### config.mk
export PLATFORM = sky130hd
export DESIGN_NAME = utf8_glyph_stream_decoder_top
export DESIGN_NICKNAME = d
export VERILOG_FILES = /design/src/design/u8gsd_pkg.sv /design/src/design/u8gsd_front.sv /design/src/design/u8gsd_queue.sv /design/src/design/u8gsd_back.sv /design/src/design/utf8_glyph_stream_decoder_top.sv
export SDC_FILE = /design/constraint.sdc
export NUM_CORES = 1
export LEC_CHECK = 0
export BUFFER_PORTS_ARGS = -buffer_cell sky130_fd_sc_hd__buf_2
export CAP_MARGIN = 30
export CELL_PAD_IN_SITES_DETAIL_PLACEMENT = 0
export CELL_PAD_IN_SITES_GLOBAL_PLACEMENT = 2
export CORE_MARGIN = 3
export CORE_UTILIZATION = 44
export DETAILED_ROUTE_END_ITERATION = 7
export PLACE_DENSITY = 0.94
export SLEW_MARGIN = 20
export SYNTH_ARGS = -nofsm -noshare
export SYNTH_HDL_FRONTEND = slang
export SYNTH_SLANG_ARGS = --single-unit
### constraint.sdc
create_clock -name clk -period 13.4 [get_ports clk]
set_input_delay 2.01 -clock clk [delete_from_list [all_inputs] [get_ports clk]]
set_output_delay 2.01 -clock clk [all_outputs]
set_load 0.005 [all_outputs]
### src/design/u8gsd_pkg.sv
// Package for the UTF-8 glyph stream decoder.
// Holds the byte-class masks, glyph geometry constants and the queue entry types.
// No dependencies.
package u8gsd_pkg;

	// Byte-class masks and tags for lead and continuation bytes.
	localparam logic [7:0] CONT_MASK  = 8'hC0;
	localparam logic [7:0] CONT_TAG   = 8'h80;
	localparam logic [7:0] LEAD2_MASK = 8'hE0;
	localparam logic [7:0] LEAD2_TAG  = 8'hC0;
	localparam logic [7:0] LEAD3_MASK = 8'hF0;
	localparam logic [7:0] LEAD3_TAG  = 8'hE0;
	localparam logic [7:0] LEAD4_MASK = 8'hF8;
	localparam logic [7:0] LEAD4_TAG  = 8'hF0;
	localparam logic [7:0] LEAD2_BITS = 8'h1F;
	localparam logic [7:0] LEAD3_BITS = 8'h0F;
	localparam logic [7:0] LEAD4_BITS = 8'h07;

	// Glyph geometry.
	localparam logic [15:0] GLYPH_ADVANCE = 16'd12;
	localparam logic [15:0] TOP_OFFSET    = 16'd12;

	// Configuration register indexes.
	localparam logic CFG_FG = 1'b0;
	localparam logic CFG_BG = 1'b1;

	// Glyph kinds.
	localparam logic KIND_CHAR        = 1'b0;
	localparam logic KIND_PLACEHOLDER = 1'b1;

	// One queue entry holds every glyph that one input byte produced.
	// The second glyph, when present, is always a plain character.
	typedef struct packed {
		logic        two;
		logic [20:0] cp0;
		logic [6:0]  cp1;
		logic [15:0] x0;
		logic [15:0] top;
	} glyph_entry_t;

	typedef struct packed {
		logic full;
		logic empty;
	} queue_status_t;

endpackage

### src/design/u8gsd_front.sv
// Front part of the UTF-8 glyph stream decoder: accepts bytes, tracks the
// decode state and pen, and writes one entry per productive byte to the queue.
// Depends on u8gsd_pkg.
module u8gsd_front (
	input  logic                    clk,
	input  logic                    arst_n,
	input  logic                    byte_valid,
	output logic                    byte_stall,
	input  logic [7:0]              text_byte,
	input  logic                    string_start,
	input  logic signed [15:0]      start_x,
	input  logic signed [15:0]      base_y,
	input  u8gsd_pkg::queue_status_t q_status,
	output logic                    q_push,
	output u8gsd_pkg::glyph_entry_t q_entry
);

	logic [1:0]  br_q;
	logic [20:0] acc_q;
	logic [7:0]  held_q;
	logic [15:0] pen_q;
	logic [15:0] top_q;
	logic        act_q;

	logic [1:0]  eff_br;
	logic [20:0] eff_acc;
	logic [7:0]  eff_held;
	logic [15:0] eff_pen;
	logic [15:0] eff_top;
	logic        eff_act;

	logic [1:0]  br_n;
	logic [20:0] acc_n;
	logic [7:0]  held_n;
	logic [15:0] pen_n;
	logic        act_n;

	logic        a_v;
	logic [20:0] a_cp;
	logic        b_v;
	logic [6:0]  b_cp;
	logic        cont_taken;
	logic        accept;

	// The queue being full is the only reason to hold off a byte.
	assign byte_stall = q_status.full;
	assign accept     = byte_valid && !byte_stall;

	// Decode one byte against the current (or freshly started) state.
	always_comb begin
		eff_br   = string_start ? 2'd0 : br_q;
		eff_acc  = string_start ? 21'd0 : acc_q;
		eff_held = string_start ? 8'd0 : held_q;
		eff_pen  = string_start ? $unsigned(start_x) : pen_q;
		eff_top  = string_start ? ($unsigned(base_y) - u8gsd_pkg::TOP_OFFSET) : top_q;
		eff_act  = string_start || act_q;

		br_n       = eff_br;
		acc_n      = eff_acc;
		held_n     = eff_held;
		act_n      = eff_act;
		a_v        = 1'b0;
		a_cp       = '0;
		b_v        = 1'b0;
		b_cp       = '0;
		cont_taken = 1'b0;

		// A pending sequence either takes a continuation byte or is flushed.
		if (eff_br != 2'd0) begin
			if ((text_byte & u8gsd_pkg::CONT_MASK) == u8gsd_pkg::CONT_TAG) begin
				acc_n      = {eff_acc[14:0], text_byte[5:0]};
				br_n       = eff_br - 2'd1;
				cont_taken = 1'b1;
				if (eff_br == 2'd1) begin
					a_v  = 1'b1;
					a_cp = {eff_acc[14:0], text_byte[5:0]};
				end
			end else begin
				a_v  = 1'b1;
				a_cp = {13'd0, eff_held};
				br_n = 2'd0;
			end
		end

		// Otherwise the byte is taken as a lead.
		if (!cont_taken) begin
			if (text_byte == 8'd0) begin
				act_n = 1'b0;
			end else if (!text_byte[7]) begin
				b_v  = 1'b1;
				b_cp = text_byte[6:0];
			end else if ((text_byte & u8gsd_pkg::LEAD2_MASK) == u8gsd_pkg::LEAD2_TAG) begin
				acc_n  = {13'd0, text_byte & u8gsd_pkg::LEAD2_BITS};
				br_n   = 2'd1;
				held_n = text_byte;
			end else if ((text_byte & u8gsd_pkg::LEAD3_MASK) == u8gsd_pkg::LEAD3_TAG) begin
				acc_n  = {13'd0, text_byte & u8gsd_pkg::LEAD3_BITS};
				br_n   = 2'd2;
				held_n = text_byte;
			end else if ((text_byte & u8gsd_pkg::LEAD4_MASK) == u8gsd_pkg::LEAD4_TAG) begin
				acc_n  = {13'd0, text_byte & u8gsd_pkg::LEAD4_BITS};
				br_n   = 2'd3;
				held_n = text_byte;
			end
		end

		// Pen advances once for each glyph this byte produced.
		if (a_v && b_v) begin
			pen_n = eff_pen + u8gsd_pkg::GLYPH_ADVANCE + u8gsd_pkg::GLYPH_ADVANCE;
		end else if (a_v || b_v) begin
			pen_n = eff_pen + u8gsd_pkg::GLYPH_ADVANCE;
		end else begin
			pen_n = eff_pen;
		end
	end

	// Queue entry for this byte.
	always_comb begin
		q_entry.two = a_v && b_v;
		q_entry.cp0 = a_v ? a_cp : {14'd0, b_cp};
		q_entry.cp1 = b_cp;
		q_entry.x0  = eff_pen;
		q_entry.top = eff_top;
	end

	assign q_push = accept && eff_act && (a_v || b_v);

	// Decoder state; a byte seen while idle without a start changes nothing.
	always_ff @(posedge clk or negedge arst_n) begin
		if (!arst_n) begin
			br_q   <= 2'd0;
			acc_q  <= 21'd0;
			held_q <= 8'd0;
			pen_q  <= 16'd0;
			top_q  <= 16'd0;
			act_q  <= 1'b0;
		end else if (accept && eff_act) begin
			br_q   <= br_n;
			acc_q  <= acc_n;
			held_q <= held_n;
			pen_q  <= pen_n;
			top_q  <= eff_top;
			act_q  <= act_n;
		end
	end

endmodule

### src/design/u8gsd_queue.sv
// Short queue of glyph entries between the front and back parts of the decoder.
// Depends on u8gsd_pkg.
module u8gsd_queue #(
	parameter int DEPTH = 2
) (
	input  logic                     clk,
	input  logic                     arst_n,
	input  logic                     push,
	input  u8gsd_pkg::glyph_entry_t  wr_entry,
	input  logic                     pop,
	output u8gsd_pkg::glyph_entry_t  head,
	output u8gsd_pkg::queue_status_t status
);

	localparam int PTR_W = (DEPTH > 1) ? $clog2(DEPTH) : 1;
	localparam int CNT_W = $clog2(DEPTH + 1);

	u8gsd_pkg::glyph_entry_t entries_q [DEPTH];
	logic [PTR_W-1:0] wr_ptr_q;
	logic [PTR_W-1:0] rd_ptr_q;
	logic [CNT_W-1:0] count_q;
	logic             do_push;
	logic             do_pop;

	assign status.full  = (count_q == CNT_W'(DEPTH));
	assign status.empty = (count_q == '0);
	assign do_push      = push && !status.full;
	assign do_pop       = pop && !status.empty;
	assign head         = entries_q[rd_ptr_q];

	// Entry storage.
	always_ff @(posedge clk) begin
		if (do_push) begin
			entries_q[wr_ptr_q] <= wr_entry;
		end
	end

	// Pointers and fill count.
	always_ff @(posedge clk or negedge arst_n) begin
		if (!arst_n) begin
			wr_ptr_q <= '0;
			rd_ptr_q <= '0;
			count_q  <= '0;
		end else begin
			if (do_push) begin
				wr_ptr_q <= (wr_ptr_q == PTR_W'(DEPTH - 1)) ? '0 : wr_ptr_q + 1'b1;
			end
			if (do_pop) begin
				rd_ptr_q <= (rd_ptr_q == PTR_W'(DEPTH - 1)) ? '0 : rd_ptr_q + 1'b1;
			end
			if (do_push && !do_pop) begin
				count_q <= count_q + 1'b1;
			end else if (do_pop && !do_push) begin
				count_q <= count_q - 1'b1;
			end
		end
	end

endmodule

### src/design/u8gsd_back.sv
// Back part of the UTF-8 glyph stream decoder: holds the colour registers,
// splits queue entries into glyph beats and drives the output register.
// Depends on u8gsd_pkg.
module u8gsd_back (
	input  logic                     clk,
	input  logic                     arst_n,
	input  logic                     cfg_valid,
	output logic                     cfg_ready,
	input  logic                     cfg_index,
	input  logic [15:0]              cfg_data,
	input  u8gsd_pkg::glyph_entry_t  head,
	input  u8gsd_pkg::queue_status_t q_status,
	output logic                     q_pop,
	output logic                     glyph_valid,
	input  logic                     glyph_stall,
	output logic                     glyph_kind,
	output logic [20:0]              code_point,
	output logic signed [15:0]       glyph_x,
	output logic signed [15:0]       glyph_top,
	output logic [15:0]              fg_out,
	output logic [15:0]              bg_out,
	output logic                     last_in_run
);

	logic [15:0] fg_q;
	logic [15:0] bg_q;
	logic        phase_q;
	logic        valid_q;
	logic        kind_q;
	logic [20:0] cp_q;
	logic [15:0] x_q;
	logic [15:0] top_q;
	logic [15:0] fgo_q;
	logic [15:0] bgo_q;
	logic        last_q;

	logic        load;
	logic        beat_kind;
	logic [20:0] beat_cp;
	logic [15:0] beat_x;
	logic        beat_last;

	assign cfg_ready = 1'b1;

	// Colour registers.
	always_ff @(posedge clk or negedge arst_n) begin
		if (!arst_n) begin
			fg_q <= 16'hFFFF;
			bg_q <= 16'h0000;
		end else if (cfg_valid && cfg_ready) begin
			unique case (cfg_index)
				u8gsd_pkg::CFG_FG: fg_q <= cfg_data;
				u8gsd_pkg::CFG_BG: bg_q <= cfg_data;
				default: ;
			endcase
		end
	end

	// Pick the beat for the current phase of the head entry.
	always_comb begin
		if (phase_q) begin
			beat_kind = u8gsd_pkg::KIND_CHAR;
			beat_cp   = {14'd0, head.cp1};
			beat_x    = head.x0 + u8gsd_pkg::GLYPH_ADVANCE;
			beat_last = 1'b1;
		end else begin
			beat_kind = (head.cp0[20:7] != 14'd0) ? u8gsd_pkg::KIND_PLACEHOLDER
			                                      : u8gsd_pkg::KIND_CHAR;
			beat_cp   = head.cp0;
			beat_x    = head.x0;
			beat_last = !head.two;
		end
	end

	assign load  = !valid_q || !glyph_stall;
	assign q_pop = load && !q_status.empty && beat_last;

	// Output register control and beat phase.
	always_ff @(posedge clk or negedge arst_n) begin
		if (!arst_n) begin
			valid_q <= 1'b0;
			phase_q <= 1'b0;
		end else if (load) begin
			valid_q <= !q_status.empty;
			if (!q_status.empty) begin
				phase_q <= !beat_last;
			end
		end
	end

	// Output payload.
	always_ff @(posedge clk) begin
		if (load && !q_status.empty) begin
			kind_q <= beat_kind;
			cp_q   <= beat_cp;
			x_q    <= beat_x;
			top_q  <= head.top;
			fgo_q  <= fg_q;
			bgo_q  <= (beat_kind == u8gsd_pkg::KIND_PLACEHOLDER) ? 16'd0 : bg_q;
			last_q <= beat_last;
		end
	end

	assign glyph_valid = valid_q;
	assign glyph_kind  = kind_q;
	assign code_point  = cp_q;
	assign glyph_x     = $signed(x_q);
	assign glyph_top   = $signed(top_q);
	assign fg_out      = fgo_q;
	assign bg_out      = bgo_q;
	assign last_in_run = last_q;

endmodule

### src/design/utf8_glyph_stream_decoder_top.sv
// UTF-8 glyph stream decoder, top level. Takes one text byte per cycle while byte_stall is low.
// A glyph beat is written into the entry queue and then into the output register after its byte is taken.
// Throughput: one byte per cycle; a byte that yields two glyphs uses an output beat
// for each, and the entry queue absorbs that so input stalls only when it fills.
// Reset clears the decode state and pen, leaves the block idle, and sets the
// foreground colour to 0xFFFF and the background colour to 0.
module utf8_glyph_stream_decoder_top #(
	parameter int QUEUE_DEPTH = 2
) (
	input  logic               clk,
	input  logic               arst_n,
	input  logic               byte_valid,
	output logic               byte_stall,
	input  logic [7:0]         text_byte,
	input  logic               string_start,
	input  logic signed [15:0] start_x,
	input  logic signed [15:0] base_y,
	output logic               glyph_valid,
	input  logic               glyph_stall,
	output logic               glyph_kind,
	output logic [20:0]        code_point,
	output logic signed [15:0] glyph_x,
	output logic signed [15:0] glyph_top,
	output logic [15:0]        fg_out,
	output logic [15:0]        bg_out,
	output logic               last_in_run,
	input  logic               cfg_valid,
	output logic               cfg_ready,
	input  logic               cfg_index,
	input  logic [15:0]        cfg_data
);

	u8gsd_pkg::glyph_entry_t  wr_entry;
	u8gsd_pkg::glyph_entry_t  head;
	u8gsd_pkg::queue_status_t q_status;
	logic                     q_push;
	logic                     q_pop;

	// Front part: byte acceptance and decoding.
	u8gsd_front u_front (
		.clk          (clk),
		.arst_n       (arst_n),
		.byte_valid   (byte_valid),
		.byte_stall   (byte_stall),
		.text_byte    (text_byte),
		.string_start (string_start),
		.start_x      (start_x),
		.base_y       (base_y),
		.q_status     (q_status),
		.q_push       (q_push),
		.q_entry      (wr_entry)
	);

	// Entry queue between the two parts.
	u8gsd_queue #(
		.DEPTH (QUEUE_DEPTH)
	) u_queue (
		.clk      (clk),
		.arst_n   (arst_n),
		.push     (q_push),
		.wr_entry (wr_entry),
		.pop      (q_pop),
		.head     (head),
		.status   (q_status)
	);

	// Back part: glyph beats and colours.
	u8gsd_back u_back (
		.clk         (clk),
		.arst_n      (arst_n),
		.cfg_valid   (cfg_valid),
		.cfg_ready   (cfg_ready),
		.cfg_index   (cfg_index),
		.cfg_data    (cfg_data),
		.head        (head),
		.q_status    (q_status),
		.q_pop       (q_pop),
		.glyph_valid (glyph_valid),
		.glyph_stall (glyph_stall),
		.glyph_kind  (glyph_kind),
		.code_point  (code_point),
		.glyph_x     (glyph_x),
		.glyph_top   (glyph_top),
		.fg_out      (fg_out),
		.bg_out      (bg_out),
		.last_in_run (last_in_run)
	);

	// The front never writes into a full queue.
	a_no_overflow: assert property (@(posedge clk) disable iff (!arst_n)
		q_push |-> !q_status.full)
		else $error("queue written while full");

	// The back only pops an entry that is present.
	a_no_underflow: assert property (@(posedge clk) disable iff (!arst_n)
		q_pop |-> !q_status.empty)
		else $error("queue popped while empty");

	// After the first beat of a two-glyph byte, its second beat follows at once.
	a_second_beat: assert property (@(posedge clk) disable iff (!arst_n)
		(glyph_valid && !glyph_stall && !last_in_run) |=> (glyph_valid && last_in_run))
		else $error("second glyph beat missing");

	// A character beat never carries a code point of 128 or above.
	a_kind_match: assert property (@(posedge clk) disable iff (!arst_n)
		(glyph_valid && (glyph_kind == u8gsd_pkg::KIND_CHAR)) |-> (code_point[20:7] == 14'd0))
		else $error("character glyph with wide code point");

endmodule
Word level (Yosys, flattened, before mapping). Memory sizes are Yosys's and may differ from the RTL's. Index checks and enable logic that the tools add are counted. Widths: inputs -> output; s select.

$add $sub $neg: 9. Equal/unequal tests: 6. Muxes and demuxes: 57. Bitwise gates (word level): 2. Reduce and logical (&&, ||, !) cells: 29.

Operator list (number): $mux 21 (13); $mux 16 (5); $mux 8 (7); $add 16x4->16 const B (3); $mux 7 (4); $mux 2 (11); $mux 1 (17); $sub 16x4->16 const B (1); $reduce_bool 14->1 (1); $logic_and 1x1->1 (10); $logic_not 1->1 (8); $logic_not 8->1 (1); $reduce_and 2->1 (3); $eq 5x5->1 const B (1); $eq 2x2->1 const B (2); $eq 4x4->1 const B (1); $reduce_bool 2->1 (2); $sub 2x1->2 const B (2); $eq 3x3->1 const B (1); $logic_or 1x1->1 (3); $add 1x1->1 const B (2); $add 2x1->2 const B (1); $eq 2x1->1 const B (1); $logic_not 2->1 (1); $not 1->1 (2).

Register bits after elaboration: 189. Bits in writable memories: 122. Output and inout bits: 90. Word-level logic and storage cells: 125. Memories: 1.

Memories: u_queue.entries_q (depth 2, width 61, read ports 1, clocked after Yosys merged registers in 0, wr ports 1, line u8gsd_queue.sv:18) `u8gsd_pkg::glyph_entry_t entries_q [DEPTH];`.

Logic depth before layout (Yosys ltp).
Depth after elaboration: 12. Mapped depth: 15. Depth with buffers taken out: 10.

Modules after synthesis. From an unflattened synthesis, not the netlist that was laid out.

Cells, all modules: 941. Area, all modules: 13605.5 µm².

By module, submodules not included: u8gsd_queue (times used 1, cells each 209, area an instance 4899.7 µm², seq. area each 3763.6 µm²); u8gsd_back (times used 1, cells each 252, area an instance 4586.9 µm², seq. area each 3483.3 µm²); u8gsd_front (times used 1, cells each 480, area an instance 4119.0 µm², seq. area each 1451.4 µm²).

Worst setup path after synthesis. OpenSTA, ideal clock, no wires.

Path kind: input to register. Start: input glyph_stall. End: register u_queue.count_q[1]. Data arrival time: 7510 ps. Required time: 13320 ps. Setup slack: 5810 ps. Stages on the path: 6. Path buffers: 0. Cells stage by stage: a21oi_1 nand2_1 ha_1 xor2_1 nor2_1 xnor2_1.

Word-level cells in the longest chain between the ends: 8. Elaborated cells between the ends (all ways): 10.

RTL lines: start: declaration (line utf8_glyph_stream_decoder_top.sv:19) `input logic glyph_stall,`; $logic_not 1->1 (*) (line u8gsd_back.sv:75) `assign load = !valid_q || !glyph_stall;`; $logic_or 1x1->1 (*) (line u8gsd_back.sv:75); $logic_and 1x1->1 (*) (2 in series) (line u8gsd_back.sv:76) `assign q_pop = load && !q_status.empty && beat_last;`; $logic_and 1x1->1 (*) (line u8gsd_queue.sv:28) `assign do_pop = pop && !status.empty;`; $logic_not 1->1 (line u8gsd_queue.sv:51) `if (do_push && !do_pop) begin`; $logic_and 1x1->1 (line u8gsd_queue.sv:51); $mux 2 or $reduce_bool 2->1 (tied branches); end signal: assignment (line u8gsd_queue.sv:52) `count_q <= count_q + 1'b1;`; end signal: assignment (line u8gsd_queue.sv:54) `count_q <= count_q - 1'b1;`; end: declaration (line u8gsd_queue.sv:21) `logic [CNT_W-1:0] count_q;`.

Every way passes the cells marked *; elsewhere a longest branch is shown, timed or not. A chain may end at the register's enable or synchronous reset.

Worst setup path after layout.
Start: input string_start. End: register u_front.pen_q[15].

Word-level cells in the longest chain between the ends: 8. Elaborated cells between the ends (all ways): 17.

RTL lines: start: declaration (line utf8_glyph_stream_decoder_top.sv:15) `input logic string_start,`; parallel branches: the longest is 8 deep, another holds $add 16x4->16; end signal: assignment (line u8gsd_front.sv:141) `pen_q <= pen_n;`; end: declaration (line u8gsd_front.sv:21) `logic [15:0] pen_q;`.

Parallel ways; which one is timed is not known.

==> results.cfg <==
[setup_path]
path_common_cell = nand4_1
setup.worst_path.start = string_start
critical_path_class = in -> reg
cp.arrival_ns = 4.80
crit_slowest_cell = buf_4
cp_cell_sequence = buf_2 > buf_4 > nand4_1 > a22oi_2 > nand4_1 > xnor2_1 > nand3_1 > o41ai_1 > nor3b_2 > o31ai_2
crit_fanout = 56
cp-end-kind = flip-flop
worstPathRequired_ns = 13.81
max_stage_delay_ns = 0.58
start_kind = input pin
crit_family = buffers and inverters
worst-path-buf-inv = 2
reg2reg_from = u_queue.rd_ptr_q

[placed_design]
post-dp-hpwl_um = 18770
dp_slack_ns = 8.392
dpl_cell_area_um2 = 14380
gp_congestion = 0.7951
post-place-cells = 1464
port_buffers = 151

[logic_synthesis]
synth.most_common_cell = edfxtp_1
yosysTopAreaCell = edfxtp_1
syn_avg_cell_area_um2 = 13.76
synth_top_area_share_pct = 47.53
yosys-mux-area-fraction_pct = 9.342
synthAdderAreaFrac_pct = 0.6633
ys.flop_type = edfxtp_1
synth_edf_count = 209
syn_area_um2 = 13210
ys_seq_area_share_pct = 65.87
synthXorXnorAreaFrac_pct = 3.307
synth_fp_nets = 1030
syn_inst = 960
ys_types = 72
synthSimpleGateAreaFrac_pct = 10.48
synth-seq-cells = 305
synth_compound_area_share_pct = 8.130
synth_top_family_by_area = simple AND/OR/NAND/NOR gates
ys_top_cells_by_count = edfxtp_1, dfrtp_1, nand2_1
synth_area_leaders = edfxtp_1, dfrtp_1, mux2_2
synth-async-reset-ratio_pct = 31.48
ys.warnings.count = 0

[clocking]
cts-root-buf = clkbuf_16
cts_resized = 0
clkTransAtPathRegs_ns = 0.06
insertion_delay_ns = 0.56
cts_tree = built
cts.sinks = 305
cts_buffer_depth = 3
cts_hold_buffers = 0
cts_setup_buffers = 0
cts_made_buffers = 31
ctsHtreeMaxLevel = 1

[timing]
holdWs_ns = 0.4724
max_freq_mhz = 227.6
setup_viol_count_final = 0
slew_viol_final = 0
slew_headroom_pct = 42.80
clock_skew_ns = 0.01312
worst_slack_ns = 9.007
rsz0062_at_grt = false
tightest_slew_ns = 0.8581
setup_tns_ns = 0
finalHoldViolations = 0
fin_crit_sh_pct = 32.78
period_needed_ns = 4.393

[detailed_routing]
firstDrtPassIters = 5
post_drt_wl_per_cell_um = 18.32
dr.first_iter.drc_count = 498
drc = 0
viasPerCell = 5.239
ant_nets = 0
vias = 7989
routed_wl_um = 27940

[grt]
grt_pass1_vias = 7767
grt_overflow = 0
grt_max_degree = 66
antenna_found_initial = 4
grt_usage_pct = 17.14
grt_pass1_wl_um = 43230

[floorplanning]
io_pins = 153
coreArea_um2 = 29170
die_h_um = 179.2
initial_utilization_pct = 45.27
dieWidth_um = 179.2
dieArea_um2 = 32130
core.rowCount = 62

[power]
design_power_total_mw = 3.216
power_density_nw_per_um2 = 208.1
max-vdd-ir-drop_uv = 131.1
power.leakage_nw = 6.022

[cells_and_area]
multiInputGateArea_um2 = 4243
seq_area_um2 = 8700
stdcell_count = 1525
regMostFlops = u_queue.entries_q
nNetsFinal = 1185
fillers = 2515
fin_area_um2 = 15450
final_core_util_pct = 52.98
layout-drive-gt1-share_pct = 28.60
area_growth_pct = 17.02
largest_register_ffs = 122

[min_path]
min_from = u_front.pen_q[1]
hold_class = reg -> reg

[run_status]
status = completed

[job]
drv_cap = 0
cells in the final DEF (no fill, tap or decap), types with 20 or more instances in the layout:
cell type,n
dfrtp_1,79
edfxtp_1,209
nand2_1,77
mux2_2,66
inv_1,20
o21ai_0,38
nor2_1,67
clkbuf_16,31
buf_2,151
a22o_1,22
mux2i_1,31
xnor2_1,38
and2_1,32
a21oi_1,43
worst register-to-register path, delay by kind of cell (launching register included):
kind	cells	cell delay [ns]
compound gates	2	0.44
flops	1	0.33
xor+xnor	1	0.14
simple gates	4	0.76
fa+ha+maj	1	0.21
buf+inv	2	0.56
mux	1	0.21
cells by family after synthesis:
family | count (synthesis)
and+or+nand+nor | 266
xor gates and xnor gates | 49
muxes | 105
other | 1
adders and majority gates | 7
buffers and inverters | 65
AOI/OAI and AO/OA | 162
DFF | 305
metal layers:
layer	track usage [%]	part of all wire, %	up-vias
li1	-	-	3874
met1	24.42	44	3865
met2	27.57	48	212
met3	3.134	6.3	32
met4	3.898	1.4	6
met5	0	0.10	-
path summary, 6_finish.rpt:
| kind | to | slack, ns | depth (start not counted) |
|---|---|---|---|
| setup / recovery | u_front.pen_q[15] | 9.01 | 10 |
| min in group asynchronous | u_front.pen_q[11] | 1.43 | 1 |
| hold / removal | u_front.pen_q[1] | 0.47 | 2 |
| hold reg to reg | u_front.pen_q[1] | 0.47 | 2 |
| setup reg to reg | u_back.glyph_x[10] | 10.48 | 11 |
| max in group asynchronous | u_back.bg_q[0] | 10.76 | 2 |
where the power goes:
part / total, mW / internal (mW) / switching, mW
Combinational: 0.865 / 0.353 / 0.511
Clock: 0.866 / 0.512 / 0.354
Sequential: 1.49 / 1.37 / 0.113
final cells by class:
cell class	count	share of cell area [%]
diodes	1	0.01619
clock buffers	40	5.304
clock inverters	18	1.368
inverters	20	0.4858
multi-input cells	590	27.46
flip-flops and latches	305	56.30
well taps	384	3.109
repair buffers	167	5.960
(Power assumes the default switching activity.)
